--- src/hw/rtl/pci_pkg.sv ---
// Shared types and constants for the particle collision impulse block.
// Holds the transaction payload structs, command codes and controller/datapath interface.
package pci_pkg;

    localparam logic [1:0] CMD_WRITE = 2'd0;
    localparam logic [1:0] CMD_RUN   = 2'd1;
    localparam logic [1:0] CMD_READ  = 2'd2;

    localparam logic [1:0] TYPE_FLUID = 2'd0;
    localparam logic [1:0] TYPE_GHOST = 2'd2;

    localparam logic [20:0] COUNT_CAP = 21'd1048576;

    typedef struct packed {
        logic [1:0]         cmd;
        logic [9:0]         index;
        logic signed [31:0] pos_x;
        logic signed [31:0] pos_y;
        logic signed [31:0] pos_z;
        logic signed [31:0] vel_x;
        logic signed [31:0] vel_y;
        logic signed [31:0] vel_z;
        logic [1:0]         ptype;
    } item_t;

    typedef struct packed {
        logic signed [31:0] out_pos_x;
        logic signed [31:0] out_pos_y;
        logic signed [31:0] out_pos_z;
        logic signed [31:0] out_vel_x;
        logic signed [31:0] out_vel_y;
        logic signed [31:0] out_vel_z;
        logic [1:0]         out_type;
        logic [20:0]        impulse_count;
    } result_t;

    typedef logic [2:0][31:0] vec3_t;

    typedef enum logic [4:0] {
        OP_NONE,
        OP_WRITE,
        OP_READ_ITEM,
        OP_RUN_START,
        OP_LOAD,
        OP_LATCH_I,
        OP_DIFF,
        OP_SQUARE,
        OP_SUM,
        OP_SQRT_START,
        OP_DIV_START,
        OP_DOT_MUL,
        OP_DOT_SUM,
        OP_GAIN_MUL,
        OP_IMP_MUL,
        OP_APPLY,
        OP_STORE_I,
        OP_UPD_MUL,
        OP_UPD_WRITE,
        OP_OUT_READ,
        OP_OUT_RUN
    } op_t;

    typedef struct packed {
        logic [1:0] rd_type;
        logic       far;
        logic       close;
        logic       a_pos;
        logic       sqrt_done;
        logic       div_done;
    } sts_t;

endpackage

--- src/hw/rtl/pci_ctrl.sv ---
// Controller: sequences transactions, the pair loops of a run and the position update pass.
// Depends on pci_pkg; drives pci_datapath through op and addr, reads back sts.
module pci_ctrl import pci_pkg::*; #(
    parameter int MAX_PARTICLES = 1024,
    localparam int IDX_W = $clog2(MAX_PARTICLES),
    localparam int CNT_W = $clog2(MAX_PARTICLES + 1)
) (
    input  logic             aclk,
    input  logic             aresetn,
    input  logic             s_valid,
    output logic             s_ready,
    input  logic [1:0]       item_cmd,
    input  logic [CNT_W-1:0] n_cnt,
    input  logic             out_free,
    input  sts_t             sts,
    output op_t              op,
    output logic [IDX_W-1:0] addr
);

    typedef enum logic [4:0] {
        ST_IDLE,
        ST_READ_OUT,
        ST_LOAD_I,
        ST_LATCH_I,
        ST_LOAD_J,
        ST_DIFF,
        ST_SQUARE,
        ST_SUM,
        ST_CLOSE,
        ST_SQRT,
        ST_DIV,
        ST_DOT_SUM,
        ST_GAIN,
        ST_IMP_MUL,
        ST_APPLY,
        ST_STORE_I,
        ST_UPD_LOAD,
        ST_UPD_MUL,
        ST_UPD_WRITE,
        ST_RUN_OUT
    } state_t;

    state_t           state_reg, state_next;
    logic [CNT_W-1:0] i_reg, i_next;
    logic [CNT_W-1:0] j_reg, j_next;

    always_ff @(posedge aclk) begin
        if (!aresetn) begin
            state_reg <= ST_IDLE;
            i_reg     <= '0;
            j_reg     <= '0;
        end else begin
            state_reg <= state_next;
            i_reg     <= i_next;
            j_reg     <= j_next;
        end
    end

    always_comb begin
        state_next = state_reg;
        i_next     = i_reg;
        j_next     = j_reg;
        op         = OP_NONE;
        addr       = i_reg[IDX_W-1:0];
        s_ready    = 1'b0;
        case (state_reg)
            ST_IDLE: begin
                s_ready = 1'b1;
                if (s_valid) begin
                    case (item_cmd)
                        CMD_WRITE: op = OP_WRITE;
                        CMD_RUN: begin
                            op         = OP_RUN_START;
                            i_next     = '0;
                            state_next = ST_LOAD_I;
                        end
                        CMD_READ: begin
                            op         = OP_READ_ITEM;
                            state_next = ST_READ_OUT;
                        end
                        default: ;
                    endcase
                end
            end
            ST_READ_OUT: begin
                if (out_free) begin
                    op         = OP_OUT_READ;
                    state_next = ST_IDLE;
                end
            end
            ST_LOAD_I: begin
                if (i_reg == n_cnt) begin
                    i_next     = '0;
                    state_next = ST_UPD_LOAD;
                end else begin
                    op         = OP_LOAD;
                    state_next = ST_LATCH_I;
                end
            end
            ST_LATCH_I: begin
                if (sts.rd_type != TYPE_FLUID) begin
                    i_next     = i_reg + 1'b1;
                    state_next = ST_LOAD_I;
                end else begin
                    op         = OP_LATCH_I;
                    j_next     = '0;
                    state_next = ST_LOAD_J;
                end
            end
            ST_LOAD_J: begin
                addr = j_reg[IDX_W-1:0];
                if (j_reg == n_cnt) begin
                    state_next = ST_STORE_I;
                end else if (j_reg == i_reg) begin
                    j_next = j_reg + 1'b1;
                end else begin
                    op         = OP_LOAD;
                    state_next = ST_DIFF;
                end
            end
            ST_DIFF: begin
                if (sts.rd_type == TYPE_GHOST) begin
                    j_next     = j_reg + 1'b1;
                    state_next = ST_LOAD_J;
                end else begin
                    op         = OP_DIFF;
                    state_next = ST_SQUARE;
                end
            end
            ST_SQUARE: begin
                if (sts.far) begin
                    j_next     = j_reg + 1'b1;
                    state_next = ST_LOAD_J;
                end else begin
                    op         = OP_SQUARE;
                    state_next = ST_SUM;
                end
            end
            ST_SUM: begin
                op         = OP_SUM;
                state_next = ST_CLOSE;
            end
            ST_CLOSE: begin
                if (!sts.close) begin
                    j_next     = j_reg + 1'b1;
                    state_next = ST_LOAD_J;
                end else begin
                    op         = OP_SQRT_START;
                    state_next = ST_SQRT;
                end
            end
            ST_SQRT: begin
                if (sts.sqrt_done) begin
                    op         = OP_DIV_START;
                    state_next = ST_DIV;
                end
            end
            ST_DIV: begin
                if (sts.div_done) begin
                    op         = OP_DOT_MUL;
                    state_next = ST_DOT_SUM;
                end
            end
            ST_DOT_SUM: begin
                op         = OP_DOT_SUM;
                state_next = ST_GAIN;
            end
            ST_GAIN: begin
                if (!sts.a_pos) begin
                    j_next     = j_reg + 1'b1;
                    state_next = ST_LOAD_J;
                end else begin
                    op         = OP_GAIN_MUL;
                    state_next = ST_IMP_MUL;
                end
            end
            ST_IMP_MUL: begin
                op         = OP_IMP_MUL;
                state_next = ST_APPLY;
            end
            ST_APPLY: begin
                op         = OP_APPLY;
                j_next     = j_reg + 1'b1;
                state_next = ST_LOAD_J;
            end
            ST_STORE_I: begin
                op         = OP_STORE_I;
                i_next     = i_reg + 1'b1;
                state_next = ST_LOAD_I;
            end
            ST_UPD_LOAD: begin
                if (i_reg == n_cnt) begin
                    state_next = ST_RUN_OUT;
                end else begin
                    op         = OP_LOAD;
                    state_next = ST_UPD_MUL;
                end
            end
            ST_UPD_MUL: begin
                if (sts.rd_type != TYPE_FLUID) begin
                    i_next     = i_reg + 1'b1;
                    state_next = ST_UPD_LOAD;
                end else begin
                    op         = OP_UPD_MUL;
                    state_next = ST_UPD_WRITE;
                end
            end
            ST_UPD_WRITE: begin
                op         = OP_UPD_WRITE;
                i_next     = i_reg + 1'b1;
                state_next = ST_UPD_LOAD;
            end
            ST_RUN_OUT: begin
                if (out_free) begin
                    op         = OP_OUT_RUN;
                    state_next = ST_IDLE;
                end
            end
            default: state_next = ST_IDLE;
        endcase
    end

`ifndef SYNTHESIS
    a_run_blocks: assert property (@(posedge aclk) disable iff (!aresetn)
        (s_valid && s_ready && item_cmd == CMD_RUN) |=> !s_ready)
        else $error("input accepted during a run");

    a_sqrt_close: assert property (@(posedge aclk) disable iff (!aresetn)
        (op == OP_SQRT_START) |-> sts.close)
        else $error("square root started on a pair that is not close");

    a_out_free: assert property (@(posedge aclk) disable iff (!aresetn)
        (op == OP_OUT_RUN || op == OP_OUT_READ) |-> out_free)
        else $error("result loaded over a pending transaction");

    a_apply_order: assert property (@(posedge aclk) disable iff (!aresetn)
        (op == OP_APPLY) |-> $past(op == OP_IMP_MUL))
        else $error("impulse applied without its product");
`endif

endmodule

--- config.mk ---
export PLATFORM = sky130hd
export DESIGN_NAME = pci_ctrl
export DESIGN_NICKNAME = d
export VERILOG_FILES = /design/src/hw/rtl/pci_pkg.sv /design/src/hw/rtl/pci_ctrl.sv
export SDC_FILE = /design/constraint.sdc
export NUM_CORES = 1
export LEC_CHECK = 0
export ABC_CLOCK_PERIOD_IN_PS = 2300
export BUFFER_PORTS_ARGS = -buffer_cell sky130_fd_sc_hd__buf_2
export CAP_MARGIN = 20
export CORE_MARGIN = 4
export CORE_UTILIZATION = 58
export CTS_CLUSTER_DIAMETER = 120
export DETAILED_ROUTE_END_ITERATION = 8
export PLACE_DENSITY = 0.9
export SETUP_SLACK_MARGIN = 0.02
export SYNTH_ARGS = -nofsm -noshare
export SYNTH_HDL_FRONTEND = slang
export SYNTH_SLANG_ARGS = --single-unit
--- constraint.sdc ---
create_clock -name aclk -period 2.3 [get_ports aclk]
set_input_delay 0.23 -clock aclk [delete_from_list [all_inputs] [get_ports aclk]]
set_output_delay 0.23 -clock aclk [all_outputs]
set_load 0.05 [all_outputs]
Word-level counts from Yosys, hierarchy flattened
Cells that the tools add are included.
{"block": "classes", "addsub": 2, "eq_ne": 41, "mux": 47, "n_reduce_logical": 12}
{"cell": "$pmux 5 s19", "count": 2}
{"cell": "$mux 11", "count": 11}
{"cell": "$pmux 11 s7", "count": 1}
{"cell": "$mux 5", "count": 10}
{"cell": "$pmux 11 s4", "count": 1}
{"cell": "$eq 5x4->1 const B", "count": 8}
{"cell": "$eq 11x11->1", "count": 3}
{"cell": "$mux 4", "count": 6}
{"cell": "$add 11x1->11 const B", "count": 2}
{"cell": "$ne 2x2->1 const B", "count": 11}
{"cell": "$mux 3", "count": 7}
{"cell": "$eq 5x3->1 const B", "count": 4}
{"cell": "$eq 5x5->1 const B", "count": 4}
{"cell": "$eq 5x2->1 const B", "count": 2}
{"cell": "$mux 10", "count": 1}
{"cell": "$mux 2", "count": 5}
{"cell": "$pmux 5 s2", "count": 1}
{"cell": "$reduce_and 8->1", "count": 1}
{"cell": "$reduce_or 2->1", "count": 4}
{"cell": "$reduce_bool 7->1", "count": 1}
{"cell": "$ne 2x1->1 const B", "count": 3}
{"cell": "$pmux 2 s3", "count": 1}
{"cell": "$reduce_and 6->1", "count": 1}
{"cell": "$eq 5x1->1 const B", "count": 1}
{"cell": "10 further kinds", "count": 11}
{"block": "totals", "ff_bits": 27, "in_bits": 24, "output_inout_bits": 16, "elab_cells": 105}

Depth between registers and ports, before layout
{"block": "depth", "depth_word": 4, "ltp_mapped": 9, "depth_no_buf": 8}

Worst setup path after synthesis
OpenSTA, ideal clock, no wires.
{"block": "synth_path", "path_kind": "reg-to-output", "start": "register state_reg[1]", "end": "output port op[1]", "arrival_time_ns": 2.239, "required_ns": 2.070, "setup_slack_ns": -0.169, "path_stages_with_launch": 9, "cell_sequence": "dfxtp_1 -> buf_6 -> buf_6 -> clkbuf_1 -> nor2_1 -> nand2_1 -> nor2_1 -> a311oi_1 -> nand2_1"}
{"block": "synth_between", "elab_chain_cells": 3, "elab_cells_between_ends": 22}
{"item": "from (decl)", "line_no": "pci_ctrl.sv:43", "source": "state_t state_reg, state_next;"}
{"item": "from (signal assigned)", "line_no": "pci_ctrl.sv:53", "source": "state_reg <= state_next;"}
{"item": "$eq 5x5->1 or $eq 5x2->1 (tied branches)", "line_no": "pci_ctrl.sv:66", "source": "case (state_reg)"}
{"item": "$reduce_or 2->1 (no source line)"}
{"item": "$pmux 5 s19 (*)", "line_no": "pci_ctrl.sv:66"}
{"item": "to (decl)", "line_no": "pci_ctrl.sv:16", "source": "output op_t op,"}
Mark *: on every way between the ends. The rest lies on a longest branch, timed or not.

Worst setup path in the final report
{"block": "layout_path", "start": "register i_reg[4]", "end": "output port op[2]"}
{"block": "layout_between", "elab_chain_cells": 4, "elab_cells_between_ends": 6}
{"item": "from (decl)", "line_no": "pci_ctrl.sv:44", "source": "logic [CNT_W-1:0] i_reg, i_next;"}
{"item": "from (signal assigned)", "line_no": "pci_ctrl.sv:54", "source": "i_reg <= i_next;"}
{"item": "$eq 11x11->1", "line_no": "pci_ctrl.sv:114", "source": "end else if (j_reg == i_reg) begin"}
{"item": "$mux 3", "line_no": "pci_ctrl.sv:114"}
{"item": "$mux 3", "line_no": "pci_ctrl.sv:112", "source": "if (j_reg == n_cnt) begin"}
{"item": "$pmux 5 s19 (*)", "line_no": "pci_ctrl.sv:66"}
Marks and branches as above.

==> metrics.txt <==
Post-CTS Hold Buffers 0; clk sinks 27; overflow left after global routing 0; post-synthesis instance total 359; Distinct cells, synth 66; slowest stage delay, CP 0.50 ns; worst-case reg-to-reg path depth 7; pwr/cell area 622 nW/um^2; diode count 0; clk buf depth 2; Buffers on Ports 39; crit path max-delay cell type or4_1; Routed Antenna Nets 0; top cells by area, synth dfxtp_1 19%, xnor2_1 7.2%, nand2_1 5.0%; status completed; post-route clock period utilization 0.968; post-synth top area share 0.194; vias in the first global route 2704; max-slew violation count 0; first-pass GRT wire length 12600 um; Nets 422; CP Capture Type primary output; sequential cell area fraction in the yosys report 0.194; placed cells 439; die width 77.4 um; HPWL after DPL 5790 um; GRT Overall Usage 0.251; top achievable clock speed 449 MHz; Core Area 4500 um^2; Total Power 1940 uW; startpoint class of the critical path register; Req. time, crit path 2.07 ns; final setup TNS 0 ns; Yosys top cell by area dfxtp_1; CP bufs+invs 2; RSZ-0062 raised after global routing true; max_slew headroom 0.613; WL final 7650 um; clk_lat worst skew 0.27 ns; Initial Util 0.620; CP max FO 6; Post-Syn Area 2790 um^2; Max Cap Viol 0; Ys Warns 0; Worst Skew 0.00633 ns; initial antenna violation count 0; # setup viols final 0; Yosys reg bits 27; Post-synth EDFFs 0; Stages on worst setup path 7; Post-Syn Area per Cell 7.78 um^2; Crit Path Category register to primary output; worst hold path type input pin to register; clock period minus worst slack 2.23 ns; DR pass1 iterations 5; TritonCTS Buffers 3; fin cells 443; critical-path cell list xnor2_1, nand4_1, nor3_1, buf_4, or4_1, nand4_1, buf_4; clock-pin slew on the worst setup and hold paths 0.10 ns; Root Driver clkbuf_8; drt drc 0; Hold WS 0.386 ns; std cell rows 24; data arrival time of the worst path 2.00 ns; CTS tree built; syn nets 389; area delta synth->final 12.0%; LEAKAGE 0.00126 uW; CP top delay family simple AND/OR/NAND/NOR gates; largest net degree at the start of global routing 24; layout cell share with drive strength beyond 1 0.289; total number of vias 2915; Wirelength per Cell 17.3 um; cell depth of the worst hold path 2; Die Ht 77.4 um; ys flop type dfxtp_1; post-CTS setup buffer count 0; die area 5990 um^2; VDD IR-drop max 583 uV; Worst Max-Slew Pin Slew 0.577 ns; vias per inst 6.58; Routability Congestion 0.935; CTS H-Tree Depth 1; DRT iter0 DRCs 264; I/O pins 40; Hold Vio Cnt, Final 0; Async S/R FF share, synth 0
## synth_stat cells (all sizes together), types with 4 or more instances
cell / instances
o21ai: 10
nand2b: 6
nor2b: 4
nor3: 15
dfxtp: 27
nor2: 9
a31oi: 6
a21oi: 25
buf: 28
nand2: 37
mux2: 12
nand4: 10
inv: 10
xnor2: 23
clkbuf: 7
mux2i: 4
or3b: 4
o31ai: 8
and4: 7
o22ai: 7
or4: 9
nand3: 15
xor2: 14
and3: 8
ha: 6
## report_power, final
part | total [uW] | internal [uW] | switching [uW] | leakage (uW)
clock | 277 | 124 | 153 | 0.0000228
sequential | 568 | 495 | 72.3 | 0.000226
combinational | 1100 | 424 | 675 | 0.00101
## path summary, 6_finish.rpt
| kind | from | end | slack [ns] |
|---|---|---|---|
| setup reg to reg | i_reg[4] | j_reg[4] | 0.15 |
| setup / recovery | i_reg[4] | op[2] | 0.07 |
| hold / removal | aresetn | state_reg[2] | 0.39 |
| hold reg to reg | j_reg[10] | j_reg[10] | 0.52 |
## layout make-up
type	count	area (um^2)
tap	52	65.1
sequential	27	566
timing repair buffer	63	394
clock buffer	4	45.0
fill	375	1380
inverter	10	37.5
multi-input combinational	287	2020
## per-stage QoR
| step | setup slack, ns | utilization | instance area, um^2 |
|---|---|---|---|
| after floorplan | 0.108 | - | 2800 |
| after global placement | 0.187 | 0.672 | 3030 |
| after detailed placement | 0.0668 | 0.672 | 3030 |
| after CTS | 0.0393 | 0.685 | 3090 |
| after global routing | 0.0103 | 0.694 | 3130 |
| final | 0.0737 | 0.694 | 3130 |
## routing by layer
metal / GRT usage / up-vias / part of all wire / routed length (um)
li1: - / 1392 / - / -
met1: 0.321 / 1343 / 0.42 / 3230
met2: 0.428 / 154 / 0.47 / 3570
met3: 0.0301 / 26 / 0.078 / 597
met4: 0.107 / 0 / 0.033 / 252
met5: 0 / - / 0 / 0
## timing repair
item | in CTS | in global routing
gates resized for setup | 6 | 19
pin swaps | 1 | 0
hold endpoints to repair | 0 | 0
setup endpoints to repair | 12 | 22
## worst register-to-register path, delay by kind of cell, from the launching register on
family | cells | cell delay [ns]
and+or+nand+nor | 3 | 0.99
DFF | 1 | 0.47
AOI/OAI and AO/OA | 2 | 0.25
buffers and inverters | 1 | 0.19
xor gates and xnor gates | 1 | 0.17
## layout by cell type (no fill, tap or decap), types with 4 or more instances in the layout
| master | netlist | layout |
|---|---|---|
| buf_2 | 11 | 38 |
| nand2_1 | 37 | 36 |
| a21oi_1 | 24 | 24 |
| xnor2_1 | 23 | 23 |
| buf_4 | 6 | 23 |
| xor2_1 | 14 | 14 |
| nand3_1 | 13 | 13 |
| dfxtp_1 | 27 | 13 |
| mux2_2 | 12 | 12 |
| nor3_1 | 13 | 12 |
| dfxtp_2 | 0 | 11 |
| inv_1 | 10 | 10 |
| nand4_1 | 10 | 10 |
| or4_1 | 9 | 9 |
| nor2_1 | 9 | 8 |
| and3_1 | 8 | 8 |
| o31ai_1 | 8 | 8 |
| o22ai_1 | 7 | 7 |
| o21ai_0 | 7 | 7 |
| and4_1 | 7 | 7 |
| a31oi_1 | 6 | 6 |
| nand2b_1 | 6 | 6 |
| ha_1 | 6 | 6 |
| or3b_2 | 4 | 4 |
| mux2i_1 | 4 | 4 |
## cells by family after synthesis
group,share of synthesized area
and+or+nand+nor,0.304
AOI/OAI and AO/OA,0.204
buffers and inverters,0.0927
xor gates and xnor gates,0.116
DFF,0.194
muxes,0.0627
adders and majority gates,0.0269
(Power assumes the default switching activity.)
